===== config.mk =====
export PLATFORM = sky130hd
export DESIGN_NAME = stack_push_add_div_unit
export DESIGN_NICKNAME = d
export VERILOG_FILES = /design/src/hw/rtl/spadu_pkg.sv /design/src/hw/rtl/spadu_ram.sv /design/src/hw/rtl/spadu_ctrl.sv /design/src/hw/rtl/spadu_dp.sv /design/src/hw/rtl/stack_push_add_div_unit.sv
export SDC_FILE = /design/constraint.sdc
export NUM_CORES = 2
export LEC_CHECK = 0
export CORE_MARGIN = 5
export CORE_UTILIZATION = 63
export CTS_CLUSTER_DIAMETER = 150
export DETAILED_ROUTE_END_ITERATION = 16
export DONT_BUFFER_PORTS = 1
export HOLD_SLACK_MARGIN = 0.02
export PLACE_DENSITY = 0.8
export SLEW_MARGIN = 25
export SYNTH_ARGS = -nofsm -noshare
export SYNTH_HDL_FRONTEND = slang
export SYNTH_SLANG_ARGS = --single-unit

===== constraint.sdc =====
create_clock -name clk -period 6.17 [get_ports clk]
set_clock_uncertainty 0.05 [all_clocks]
set_input_delay 0.617 -clock clk [delete_from_list [all_inputs] [get_ports clk]]
set_output_delay 0.617 -clock clk [all_outputs]
set_load 0.01 [all_outputs]

===== src/hw/rtl/spadu_pkg.sv =====
// ----------------------------------------------------------------------------
// spadu_pkg
// Shared types and constants for the operand stack unit: operation and
// status codes, result kinds and the controller/datapath interface structs.
// ----------------------------------------------------------------------------
package spadu_pkg;

    localparam int WORD_W       = 32;
    localparam int DEPTH_W      = 7;
    localparam int MIN_OPERANDS = 2;
    localparam int DIV_STEP_W   = 5;

    // last quotient-bit iteration of the restoring divider
    localparam logic [DIV_STEP_W-1:0] DIV_LAST = 5'd31;

    typedef enum logic [1:0] {
        OP_PUSH = 2'd0,
        OP_ADD  = 2'd1,
        OP_DIV  = 2'd2,
        OP_NOP  = 2'd3
    } op_t;

    typedef enum logic [1:0] {
        ST_OK      = 2'd0,
        ST_SHORT   = 2'd1,
        ST_DIVZERO = 2'd2,
        ST_FULL    = 2'd3
    } status_t;

    // what the commit does to the stack
    typedef enum logic [1:0] {
        KIND_NONE = 2'd0,
        KIND_PUSH = 2'd1,
        KIND_ADD  = 2'd2,
        KIND_DIV  = 2'd3
    } kind_t;

    typedef struct packed {
        logic    load;       // capture the incoming item
        logic    decide;     // capture the second operand
        logic    start_div;  // seed the divider
        logic    div_step;   // one quotient bit
        logic    commit;     // update stack, load result register
        kind_t   kind;
        status_t status;
    } ctrl_cmd_t;

    typedef struct packed {
        op_t  op;
        logic short_stack;
        logic full;
        logic div_zero;
        logic div_done;
        logic out_free;
    } dp_stat_t;

endpackage


===== src/hw/rtl/spadu_ram.sv =====
// ----------------------------------------------------------------------------
// spadu_ram
// Generic single-write, single-read RAM with a registered read port.
// ----------------------------------------------------------------------------
module spadu_ram #(
    parameter int WIDTH = 32,
    parameter int DEPTH = 64,
    localparam int AW = $clog2(DEPTH)
) (
    input  logic             clk,
    input  logic             we,
    input  logic [AW-1:0]    waddr,
    input  logic [WIDTH-1:0] wdata,
    input  logic [AW-1:0]    raddr,
    output logic [WIDTH-1:0] rdata
);

    logic [WIDTH-1:0] mem [DEPTH];
    logic [WIDTH-1:0] rdata_reg;

    // write port
    always_ff @(posedge clk)
    begin
        if (we)
        begin
            mem[waddr] <= wdata;
        end
    end

    // registered read port
    always_ff @(posedge clk)
    begin
        rdata_reg <= mem[raddr];
    end

    assign rdata = rdata_reg;

endmodule


===== src/hw/rtl/spadu_ctrl.sv =====
// ----------------------------------------------------------------------------
// spadu_ctrl
// Instruction sequencer: takes one item, classifies it against the stack
// state, runs the divider when needed and commits once the result register
// is free.
// ----------------------------------------------------------------------------
module spadu_ctrl (
    input  logic                 clk,
    input  logic                 rst_n,
    input  logic                 cmd_valid,
    output logic                 cmd_stall,
    input  spadu_pkg::dp_stat_t  stat,
    output spadu_pkg::ctrl_cmd_t cmd
);

    typedef enum logic [3:0] {
        S_IDLE   = 4'b0001,
        S_DECIDE = 4'b0010,
        S_DIV    = 4'b0100,
        S_FINISH = 4'b1000
    } state_t;

    state_t              state_reg, state_next;
    spadu_pkg::kind_t    kind_reg, kind_next;
    spadu_pkg::status_t  status_reg, status_next;

    // classify the item and sequence the work
    always_comb
    begin
        state_next  = state_reg;
        kind_next   = kind_reg;
        status_next = status_reg;
        cmd         = '0;
        cmd.kind    = kind_reg;
        cmd.status  = status_reg;
        unique case (state_reg)
            S_IDLE:
            begin
                if (cmd_valid)
                begin
                    cmd.load   = 1'b1;
                    state_next = S_DECIDE;
                end
            end
            S_DECIDE:
            begin
                cmd.decide  = 1'b1;
                kind_next   = spadu_pkg::KIND_NONE;
                status_next = spadu_pkg::ST_OK;
                state_next  = S_FINISH;
                case (stat.op)
                    spadu_pkg::OP_PUSH:
                    begin
                        if (stat.full)
                        begin
                            status_next = spadu_pkg::ST_FULL;
                        end
                        else
                        begin
                            kind_next = spadu_pkg::KIND_PUSH;
                        end
                    end
                    spadu_pkg::OP_ADD:
                    begin
                        if (stat.short_stack)
                        begin
                            status_next = spadu_pkg::ST_SHORT;
                        end
                        else
                        begin
                            kind_next = spadu_pkg::KIND_ADD;
                        end
                    end
                    spadu_pkg::OP_DIV:
                    begin
                        if (stat.short_stack)
                        begin
                            status_next = spadu_pkg::ST_SHORT;
                        end
                        else if (stat.div_zero)
                        begin
                            status_next = spadu_pkg::ST_DIVZERO;
                        end
                        else
                        begin
                            kind_next     = spadu_pkg::KIND_DIV;
                            cmd.start_div = 1'b1;
                            state_next    = S_DIV;
                        end
                    end
                    default:
                    begin
                        kind_next = spadu_pkg::KIND_NONE;
                    end
                endcase
            end
            S_DIV:
            begin
                cmd.div_step = 1'b1;
                if (stat.div_done)
                begin
                    state_next = S_FINISH;
                end
            end
            S_FINISH:
            begin
                if (stat.out_free)
                begin
                    cmd.commit = 1'b1;
                    state_next = S_IDLE;
                end
            end
            default:
            begin
                state_next = S_IDLE;
            end
        endcase
    end

    // state and decision registers
    always_ff @(posedge clk or negedge rst_n)
    begin
        if (!rst_n)
        begin
            state_reg  <= S_IDLE;
            kind_reg   <= spadu_pkg::KIND_NONE;
            status_reg <= spadu_pkg::ST_OK;
        end
        else
        begin
            state_reg  <= state_next;
            kind_reg   <= kind_next;
            status_reg <= status_next;
        end
    end

    assign cmd_stall = (state_reg != S_IDLE);

endmodule


===== src/hw/rtl/spadu_dp.sv =====
// ----------------------------------------------------------------------------
// spadu_dp
// Stack datapath: cached top-of-stack register over a RAM of lower entries,
// entry count, adder, restoring divider and the result register.
// ----------------------------------------------------------------------------
module spadu_dp #(
    parameter int STACK_DEPTH = 64,
    localparam int CW = $clog2(STACK_DEPTH + 1),
    localparam int AW = $clog2(STACK_DEPTH)
) (
    input  logic                                   clk,
    input  logic                                   rst_n,
    input  spadu_pkg::ctrl_cmd_t                   cmd,
    output spadu_pkg::dp_stat_t                    stat,
    input  logic [1:0]                             op,
    input  logic signed [spadu_pkg::WORD_W-1:0]    value,
    input  logic                                   rsp_stall,
    output logic                                   rsp_valid,
    output logic [1:0]                             status,
    output logic signed [spadu_pkg::WORD_W-1:0]    top_value,
    output logic [spadu_pkg::DEPTH_W-1:0]          depth_now
);

    localparam int W = spadu_pkg::WORD_W;

    spadu_pkg::op_t              op_reg;
    logic [W-1:0]                value_reg;
    logic [W-1:0]                top_reg, top_next;
    logic [CW-1:0]               count_reg, count_next;
    logic [W-1:0]                b_reg;

    logic [W-1:0]                rem_reg, quo_reg, dvs_reg;
    logic                        neg_reg;
    logic [spadu_pkg::DIV_STEP_W-1:0] step_reg;

    logic                        rsp_valid_reg;
    logic [1:0]                  status_reg;
    logic [W-1:0]                top_out_reg;
    logic [spadu_pkg::DEPTH_W-1:0] depth_reg;

    logic [CW-1:0]               count_m1, count_m2;
    logic                        ram_we;
    logic [W-1:0]                ram_rdata;
    logic [W-1:0]                b_mag, a_mag, quotient;
    logic [W:0]                  rem_sh, diff;
    logic [CW+spadu_pkg::DEPTH_W-1:0] depth_ext;

    // lower stack entries; top lives in top_reg
    assign count_m1 = count_reg - CW'(1);
    assign count_m2 = count_reg - CW'(2);
    assign ram_we   = cmd.commit && (cmd.kind == spadu_pkg::KIND_PUSH)
                      && (count_reg != '0);

    spadu_ram #(
        .WIDTH (W),
        .DEPTH (STACK_DEPTH)
    ) u_ram (
        .clk   (clk),
        .we    (ram_we),
        .waddr (count_m1[AW-1:0]),
        .wdata (top_reg),
        .raddr (count_m2[AW-1:0]),
        .rdata (ram_rdata)
    );

    // status toward the controller
    assign stat.op          = op_reg;
    assign stat.short_stack = (count_reg < CW'(spadu_pkg::MIN_OPERANDS));
    assign stat.full        = (count_reg >= CW'(STACK_DEPTH));
    assign stat.div_zero    = (top_reg == '0);
    assign stat.div_done    = (step_reg == spadu_pkg::DIV_LAST);
    assign stat.out_free    = !rsp_valid_reg || !rsp_stall;

    // capture the item and the second operand
    always_ff @(posedge clk)
    begin
        if (cmd.load)
        begin
            op_reg    <= spadu_pkg::op_t'(op);
            value_reg <= value;
        end
        if (cmd.decide)
        begin
            b_reg <= ram_rdata;
        end
    end

    // restoring divider on magnitudes, one quotient bit per step
    assign b_mag  = ram_rdata[W-1] ? (W'(0) - ram_rdata) : ram_rdata;
    assign a_mag  = top_reg[W-1] ? (W'(0) - top_reg) : top_reg;
    assign rem_sh = {rem_reg, quo_reg[W-1]};
    assign diff   = rem_sh - {1'b0, dvs_reg};

    always_ff @(posedge clk)
    begin
        if (cmd.start_div)
        begin
            rem_reg  <= '0;
            quo_reg  <= b_mag;
            dvs_reg  <= a_mag;
            neg_reg  <= ram_rdata[W-1] ^ top_reg[W-1];
            step_reg <= '0;
        end
        else if (cmd.div_step)
        begin
            if (!diff[W])
            begin
                rem_reg <= diff[W-1:0];
                quo_reg <= {quo_reg[W-2:0], 1'b1};
            end
            else
            begin
                rem_reg <= rem_sh[W-1:0];
                quo_reg <= {quo_reg[W-2:0], 1'b0};
            end
            step_reg <= step_reg + 1'b1;
        end
    end

    assign quotient = neg_reg ? (W'(0) - quo_reg) : quo_reg;

    // next stack top and count at commit
    always_comb
    begin
        top_next   = top_reg;
        count_next = count_reg;
        case (cmd.kind)
            spadu_pkg::KIND_PUSH:
            begin
                top_next   = value_reg;
                count_next = count_reg + CW'(1);
            end
            spadu_pkg::KIND_ADD:
            begin
                top_next   = b_reg + top_reg;
                count_next = count_m1;
            end
            spadu_pkg::KIND_DIV:
            begin
                top_next   = quotient;
                count_next = count_m1;
            end
            default:
            begin
                top_next   = top_reg;
                count_next = count_reg;
            end
        endcase
    end

    assign depth_ext = {{spadu_pkg::DEPTH_W{1'b0}}, count_next};

    // stack registers
    always_ff @(posedge clk or negedge rst_n)
    begin
        if (!rst_n)
        begin
            count_reg <= '0;
        end
        else if (cmd.commit)
        begin
            count_reg <= count_next;
        end
    end

    always_ff @(posedge clk)
    begin
        if (cmd.commit)
        begin
            top_reg <= top_next;
        end
    end

    // result register: load on commit, drop on transfer
    always_ff @(posedge clk or negedge rst_n)
    begin
        if (!rst_n)
        begin
            rsp_valid_reg <= 1'b0;
        end
        else if (cmd.commit)
        begin
            rsp_valid_reg <= 1'b1;
        end
        else if (!rsp_stall)
        begin
            rsp_valid_reg <= 1'b0;
        end
    end

    always_ff @(posedge clk)
    begin
        if (cmd.commit)
        begin
            status_reg  <= cmd.status;
            top_out_reg <= (count_next == '0) ? '0 : top_next;
            depth_reg   <= depth_ext[spadu_pkg::DEPTH_W-1:0];
        end
    end

    assign rsp_valid = rsp_valid_reg;
    assign status    = status_reg;
    assign top_value = top_out_reg;
    assign depth_now = depth_reg;

endmodule


===== src/hw/rtl/stack_push_add_div_unit.sv =====
// Push, add, no-op and rejected items pass through the decide and finish
//   states after the input transfer; divide also runs the divide state,
//   the 32 iterations of the one-bit-per-cycle restoring divider.
// Items are taken one at a time; the next is accepted once the result is
//   committed, which waits while the result register is stalled.
// Reset (rst_n, async low) empties the stack and the result register; the RAM is not cleared.
// ----------------------------------------------------------------------------
// stack_push_add_div_unit
// Operand stack of signed 32-bit words executing push, add and divide, one
// result per instruction with status, new top and depth.
// ----------------------------------------------------------------------------
module stack_push_add_div_unit #(
    parameter int STACK_DEPTH = 64
) (
    input  logic                                clk,
    input  logic                                rst_n,
    input  logic                                cmd_valid,
    output logic                                cmd_stall,
    input  logic [1:0]                          op,
    input  logic signed [spadu_pkg::WORD_W-1:0] value,
    output logic                                rsp_valid,
    input  logic                                rsp_stall,
    output logic [1:0]                          status,
    output logic signed [spadu_pkg::WORD_W-1:0] top_value,
    output logic [spadu_pkg::DEPTH_W-1:0]       depth_now
);

    spadu_pkg::ctrl_cmd_t cmd;
    spadu_pkg::dp_stat_t  stat;

    // sequencer
    spadu_ctrl u_ctrl (
        .clk       (clk),
        .rst_n     (rst_n),
        .cmd_valid (cmd_valid),
        .cmd_stall (cmd_stall),
        .stat      (stat),
        .cmd       (cmd)
    );

    // stack, arithmetic and result register
    spadu_dp #(
        .STACK_DEPTH (STACK_DEPTH)
    ) u_dp (
        .clk       (clk),
        .rst_n     (rst_n),
        .cmd       (cmd),
        .stat      (stat),
        .op        (op),
        .value     (value),
        .rsp_stall (rsp_stall),
        .rsp_valid (rsp_valid),
        .status    (status),
        .top_value (top_value),
        .depth_now (depth_now)
    );

endmodule


* Yosys cells after proc, flatten, opt, wreduce, memory -nomap -nowiden
Memories as Yosys holds them, arrays and structs flattened. A register that Yosys moved wholly into a read port is not among the register bits.
Index checks and enable logic that the tools add are counted.
** Word-level totals
- Bits in writable memories :: 2048
- Register bits after elaboration :: 257
- Memories kept :: 1
- Logic and storage cells :: 97
** Memories
- u_dp.u_ram.mem :: words 64, width 32, rd ports 1, clocked after Yosys merged registers in 1, wr ports 1, RTL line spadu_ram.sv:18 : logic [WIDTH-1:0] mem [DEPTH];
** Operators by class
- Multiplexer cells :: 39
- Bitwise operators :: 1
- Add/subtract/negate cells :: 9
- Reduce and logical (&&, ||, !) cells :: 12
- Eq/ne operators :: 15
- $lt $le $gt $ge :: 2
** Operator list (count)
- 32-bit two-way mux :: 5
- 32-bit one-hot mux with 3 select lines :: 1
- 1-bit by 32-bit subtractor with 32-bit output, first input constant :: 3
- 33-bit by 32-bit subtractor with 33-bit output :: 1
- 32-bit adder :: 1
- 32-bit zero test :: 1
- 31-bit two-way mux :: 1
- 4-bit two-way mux :: 6
- 4-bit one-hot mux with 4 select lines :: 1
- 1-bit two-way mux :: 15
- 2-bit two-way mux :: 7
- 7-bit one-hot mux with 2 select lines :: 1
- 2-bit one-hot mux with 3 select lines :: 2
- 7-bit by 1-bit adder with 7-bit output, second input constant :: 1
- 7-bit greater-or-equal comparator, second input constant :: 1
- 7-bit zero test :: 1
- 7-bit by 2-bit less-than comparator with 1-bit output, second input constant :: 1
- 7-bit nonzero test :: 1
- 7-bit by 1-bit subtractor with 7-bit output, second input constant :: 1
- 2-bit equality test, second input constant :: 3
- 2-bit != test, second input constant :: 3
- 6-bit by 2-bit subtractor with 6-bit output, second input constant :: 1
- 5-bit by 1-bit adder with 5-bit output, second input constant :: 1
- 5-bit equality test, second input constant :: 1
- other kinds (15) :: 18

* Logic depth before layout (Yosys ltp)
- Depth in word-level cells :: 8
- Depth in mapped cells :: 15

* By module
Synthesis repeated with hierarchy kept, for this count alone.
** Unflattened totals
- Cells, all modules :: 4755
- Area, all modules :: 93916.3 um^2
** By module, submodules not included
- spadu_ram :: cells each 3324, instances 1, seq. area each 62139.6 um^2, area an instance 78515.3 um^2
- spadu_dp :: cells each 1381, instances 1, seq. area each 7066.8 um^2, area an instance 14918.1 um^2
- spadu_ctrl :: cells each 50, instances 1, seq. area each 201.4 um^2, area an instance 483.0 um^2

* Worst setup path after synthesis
No wires, ideal clock.
- Path kind :: register -> register
- Start :: register u_dp.count_reg[1]
- End :: memory u_dp.u_ram.mem[0][0], enable pin
- Stages on the path, launching flop included :: 12
- Library setup time :: 0.421 ns
- Path slack :: 1.353 ns
- Arrival :: 4.346 ns
- Period minus slack after synthesis :: 4.817 ns
- Cell sequence :: dfrtp_1 -> clkbuf_1 -> clkbuf_1 -> clkbuf_1 -> clkbuf_1 -> inv_1 -> ha_1 -> a21boi_0 -> nand2_1 -> xor2_1 -> nand2_1 -> nor2_1
** Between the ends
- Word-level cells in the longest chain between the ends :: 4
- Elaborated cells on any way between the ends :: 5
- Classes of those cells :: add/sub (1); mux (2); reduce/logical (2)
** RTL lines
- start: declaration :: RTL line spadu_dp.sv:29 : logic [CW-1:0] count_reg, count_next;
- start signal: assignment :: RTL line spadu_dp.sv:162 : count_reg <= count_next;
- parallel branches: the longest is 4 deep, another holds 7-bit by 1-bit subtractor with 7-bit output
- end: declaration :: RTL line spadu_ram.sv:18
Parallel ways; which one is timed is not known.

* Worst setup path in the final report
- Start :: register u_dp.count_reg[2]
- End :: memory u_dp.u_ram.mem[8][24], enable pin
The elaborated chain is that of the path after synthesis.

==> metrics.csv <==
stage,metric,value,unit
pwr,p_comb_frac,0.283,
clock_tree,path_clk_slew,60,ps
clock_tree,htreeDepth,4,
layout,final_util,0.708,
clock_tree,cts.sink_count,2337,
yosys,synth_async_sr_flop_share,0.00685,
setup_path,crit_type,flip-flop to flip-flop,
die,io_pins,81,
die,dieArea,157000,um2
pwr,clkPwrFrac,0.300,
die,die_w,397,um
yosys,synth_edf_count,2252,
setup_path,r2r_end,u_dp.u_ram.mem[8][24]$_DFFE_PP_,
timing,slew_headroom,0.215,
layout,top_register,u_dp.u_ram.mem,
timing,fin_crit,4730,ps
placement,port_buffers,0,
timing,fin_tns_setup,0,ps
clock_tree,post_cts_buffers,0,
pwr,p_leak,0.0334,uW
drt,drc,0,
layout,multi_input_area,24200,um2
global_routing,grt_pass1_wl,368000,um
layout,drive_gt1_frac,0.253,
pwr,power.switching,14200,uW
yosys,synth_nets,4721,
drt,antenna_left,0,
run_status,outcome,finished clean,
setup_path,rr_startpoint,u_dp.count_reg[2]$_DFFE_PN0P_,
clock_tree,cts_buffers,215,
layout,syn2layout_area_growth,12.2,%
placement,dpl_cell_area,97700,um2
layout,n_fill_cell,8243,
drt,drt_wl_total,260000,um
global_routing,grt_use_total,0.330,
pwr,peakVddDrop,0.000412,V
drt,wl_per_cell,37.6,um
yosys,synth.yosys.warnings,0,
global_routing,grt_overflow,0,
layout,nNetsFinal,4892,
drt,drt_iter0_drc,7255,
drt,dr_total_vias,50500,
drt,viasPerCell,7.30,
setup_path,r2r_cells,8,
clock_tree,clock_path_buffers,3,
timing,rsz0062_at_grt,no,
placement,gp_congestion,0.925,
die,coreArea,149000,um2
setup_path,worstSetupStartpoint,u_dp.count_reg[2]$_DFFE_PN0P_,
setup_path,cp-start-kind,flip-flop,
setup_path,crit_path_end,u_dp.u_ram.mem[8][24]$_DFFE_PP_,
timing,worst_slew_pin_slew,1170,ps
die,initial_utilization,0.631,
worst_hold_path,hold_class,input port to asynchronous set/reset pin,
die,rows,142,
clock_tree,cts_tree,yes,
drt,dr.pass1.iters,9,
placement,dp_hpwl,142000,um
global_routing,grt_max_degree,127,
yosys,yosysUniqueCellTypes,82,
setup_path,worstPathMaxFanout,17,
pwr,swShare,0.311,
die,die_y,397,um
pwr,p_seq_frac,0.417,
setup_path,ff2ff_setup_slack,1440,ps
yosys,syn_inst,4607,
timing,hold_viol,0,
timing,fmax,0.211,GHz
yosys,syn_area,94200,um2
placement,place_ws,1470,ps
pwr,power.internal,31400,uW
clock_tree,root_buffer,clkbuf_16,
pwr,p_per_area,432,nW/um2
yosys,ys_seq_area_frac,0.737,
layout,largest_reg_flops,2048,
layout,final-seq-area,69400,um2
clock_tree,insertion_delay,850,ps
yosys,ys_ff_latch,2337,
setup_path,crit_path_end_kind,flip-flop,
job,drv_cap,0,
yosys,ys.flop_type,edfxtp_1,
global_routing,antenna_found_initial,22,
layout,finalInstanceArea,106000,um2
timing,setup_viol,0,
timing,report.final.slew_viol_count,0,
yosys,postSynthAreaPerCell,20.4,um2
setup_path,critPathRequiredTime,6630,ps
setup_path,cp_data_arrival_time,5200,ps
timing,period_share,0.767,
global_routing,grt_pass1_vias,50300,
timing,setup_ws,1440,ps
power groups by stage:
stage	sequential (uW)	clock, uW	combinational (uW)
final	19000	13700	12900
after global placement	19300	0	12100
after CTS	19000	13800	12700
after global routing	19000	14600	13500
after floorplan	19200	0	8120
after detailed placement	19300	0	12300
timing repair:
item	CTS	global route
resized for setup	0	0
endpoints found under the hold margin	53	0
hold buffers	37	0
stage by stage:
stage / std cells / hold slack [ps] / power [uW]
after floorplan: 4607 / 271 / 27300
after global placement: 6447 / 272 / 31400
after detailed placement: 6454 / 272 / 31600
after CTS: 6894 / 259 / 45400
after global routing: 6908 / 313 / 47100
final: 6916 / 335 / 45700
how the worst min path moves through the flow:
stage,start,end,depth (start not counted)
floorplan,rst_n,u_ctrl.kind_reg[0]$_DFFE_PN0N_,0
global placement,rst_n,u_dp.rsp_valid$_DFFE_PN0P_,0
detailed placement,rst_n,u_ctrl.state_reg[2]$_DFFE_PN0P_,0
CTS,rst_n,u_ctrl.state_reg[3]$_DFFE_PN0P_,1
global route,value[9],u_dp.value_reg[9]$_DFFE_PP_,1
finish,rst_n,u_dp.rsp_valid$_DFFE_PN0P_,1
routing by layer:
| metal | GRT usage | wire length [um] | up-vias |
|---|---|---|---|
| met3 | 0.0829 | 31300 | 771 |
| met2 | 0.541 | 129000 | 4233 |
| met5 | 0 | 133 | - |
| met1 | 0.432 | 86100 | 26000 |
| met4 | 0.135 | 13500 | 14 |
| li1 | - | - | 19500 |
kinds of logic (layout without fill, tap and decap cells):
family                   Yosys count  after routing  synth area share
buffers and inverters            303            660            0.0126
XOR/XNOR                         153            153            0.0142
multiplexers                     728            728             0.167
AND/OR/NAND/NOR                  561            561            0.0289
AO/OA/AOI/OAI                    449            449            0.0306
other                              0              8                 0
adder cells (fa/ha/maj)           76             76            0.0103
flip-flops                      2337           2337             0.737
cells in the final DEF (no fill, tap or decap), types with 25 or more instances in the layout:
cell type and n:
a211oi_1 30, a21oi_1 104, and2_1 26, buf_4 108, bufinv_16 25, clkbuf_1 42
clkbuf_16 217, clkinv_1 41, clkinv_2 44, dfxtp_1 69, dlygate4sd3_1 37, edfxtp_1 2252
ha_1 73, inv_1 68, mux2i_1 46, mux4_2 671, nand2_1 168, nand3_1 47
nor2_1 80, nor2_4 66, o21ai_0 130, o31ai_1 31, or3_1 25, xnor2_1 86
xor2_1 64
cells in the mapped netlist, drive strengths merged, types with 4 or more instances:
cell	count	area, um2
a21oi	104	521
clkbuf	153	574
a211o	4	35.0
buf	79	347
nor3	22	110
a311oi	6	52.6
dfrtp	15	375
inv	70	263
a21boi	7	52.6
or4b	4	40.0
and3	15	93.8
nand2b	23	151
nor2b	19	119
and4	4	35.0
nand3	48	245
o21a	9	67.6
o31ai	31	233
edfxtp	2252	67600
a21o	20	150
mux2i	46	460
xnor2	87	762
nand3b	4	30.0
a31oi	11	68.8
o21ai	132	661
a221o	4	40.0
dfxtp	69	1380
nand2	172	646
xor2	66	578
a211oi	31	238
o41ai	17	149
mux4	671	15100
a22oi	8	60.1
and2	26	163
o21bai	9	67.6
o211ai	12	95.1
or2	4	25.0
nor2	146	556
or4	18	146
mux2	11	124
nand4	12	75.1
o311ai	4	35.0
nor4	13	81.3
a32oi	5	43.8
ha	74	926
or3	25	156
worst max-delay path, stage by stage (launching register included):
cell      delay [ps]
dfrtp_1          510
inv_1            270
ha_1             430
a21boi_0         550
nand2_1          200
xor2_1           480
nand2_1          720
nor2_4           760
buf_4            400
cell type report:
class	instances	area share
sequential	2337	0.657
multi-input combinational	1967	0.229
clock buffer	274	0.0548
tap	1944	0.0230
timing repair buffer	186	0.0204
clock inverter	129	0.0132
inverter	71	0.00253
antenna	8	0.000189
Note: power is estimated with default switching activity, not from simulation.
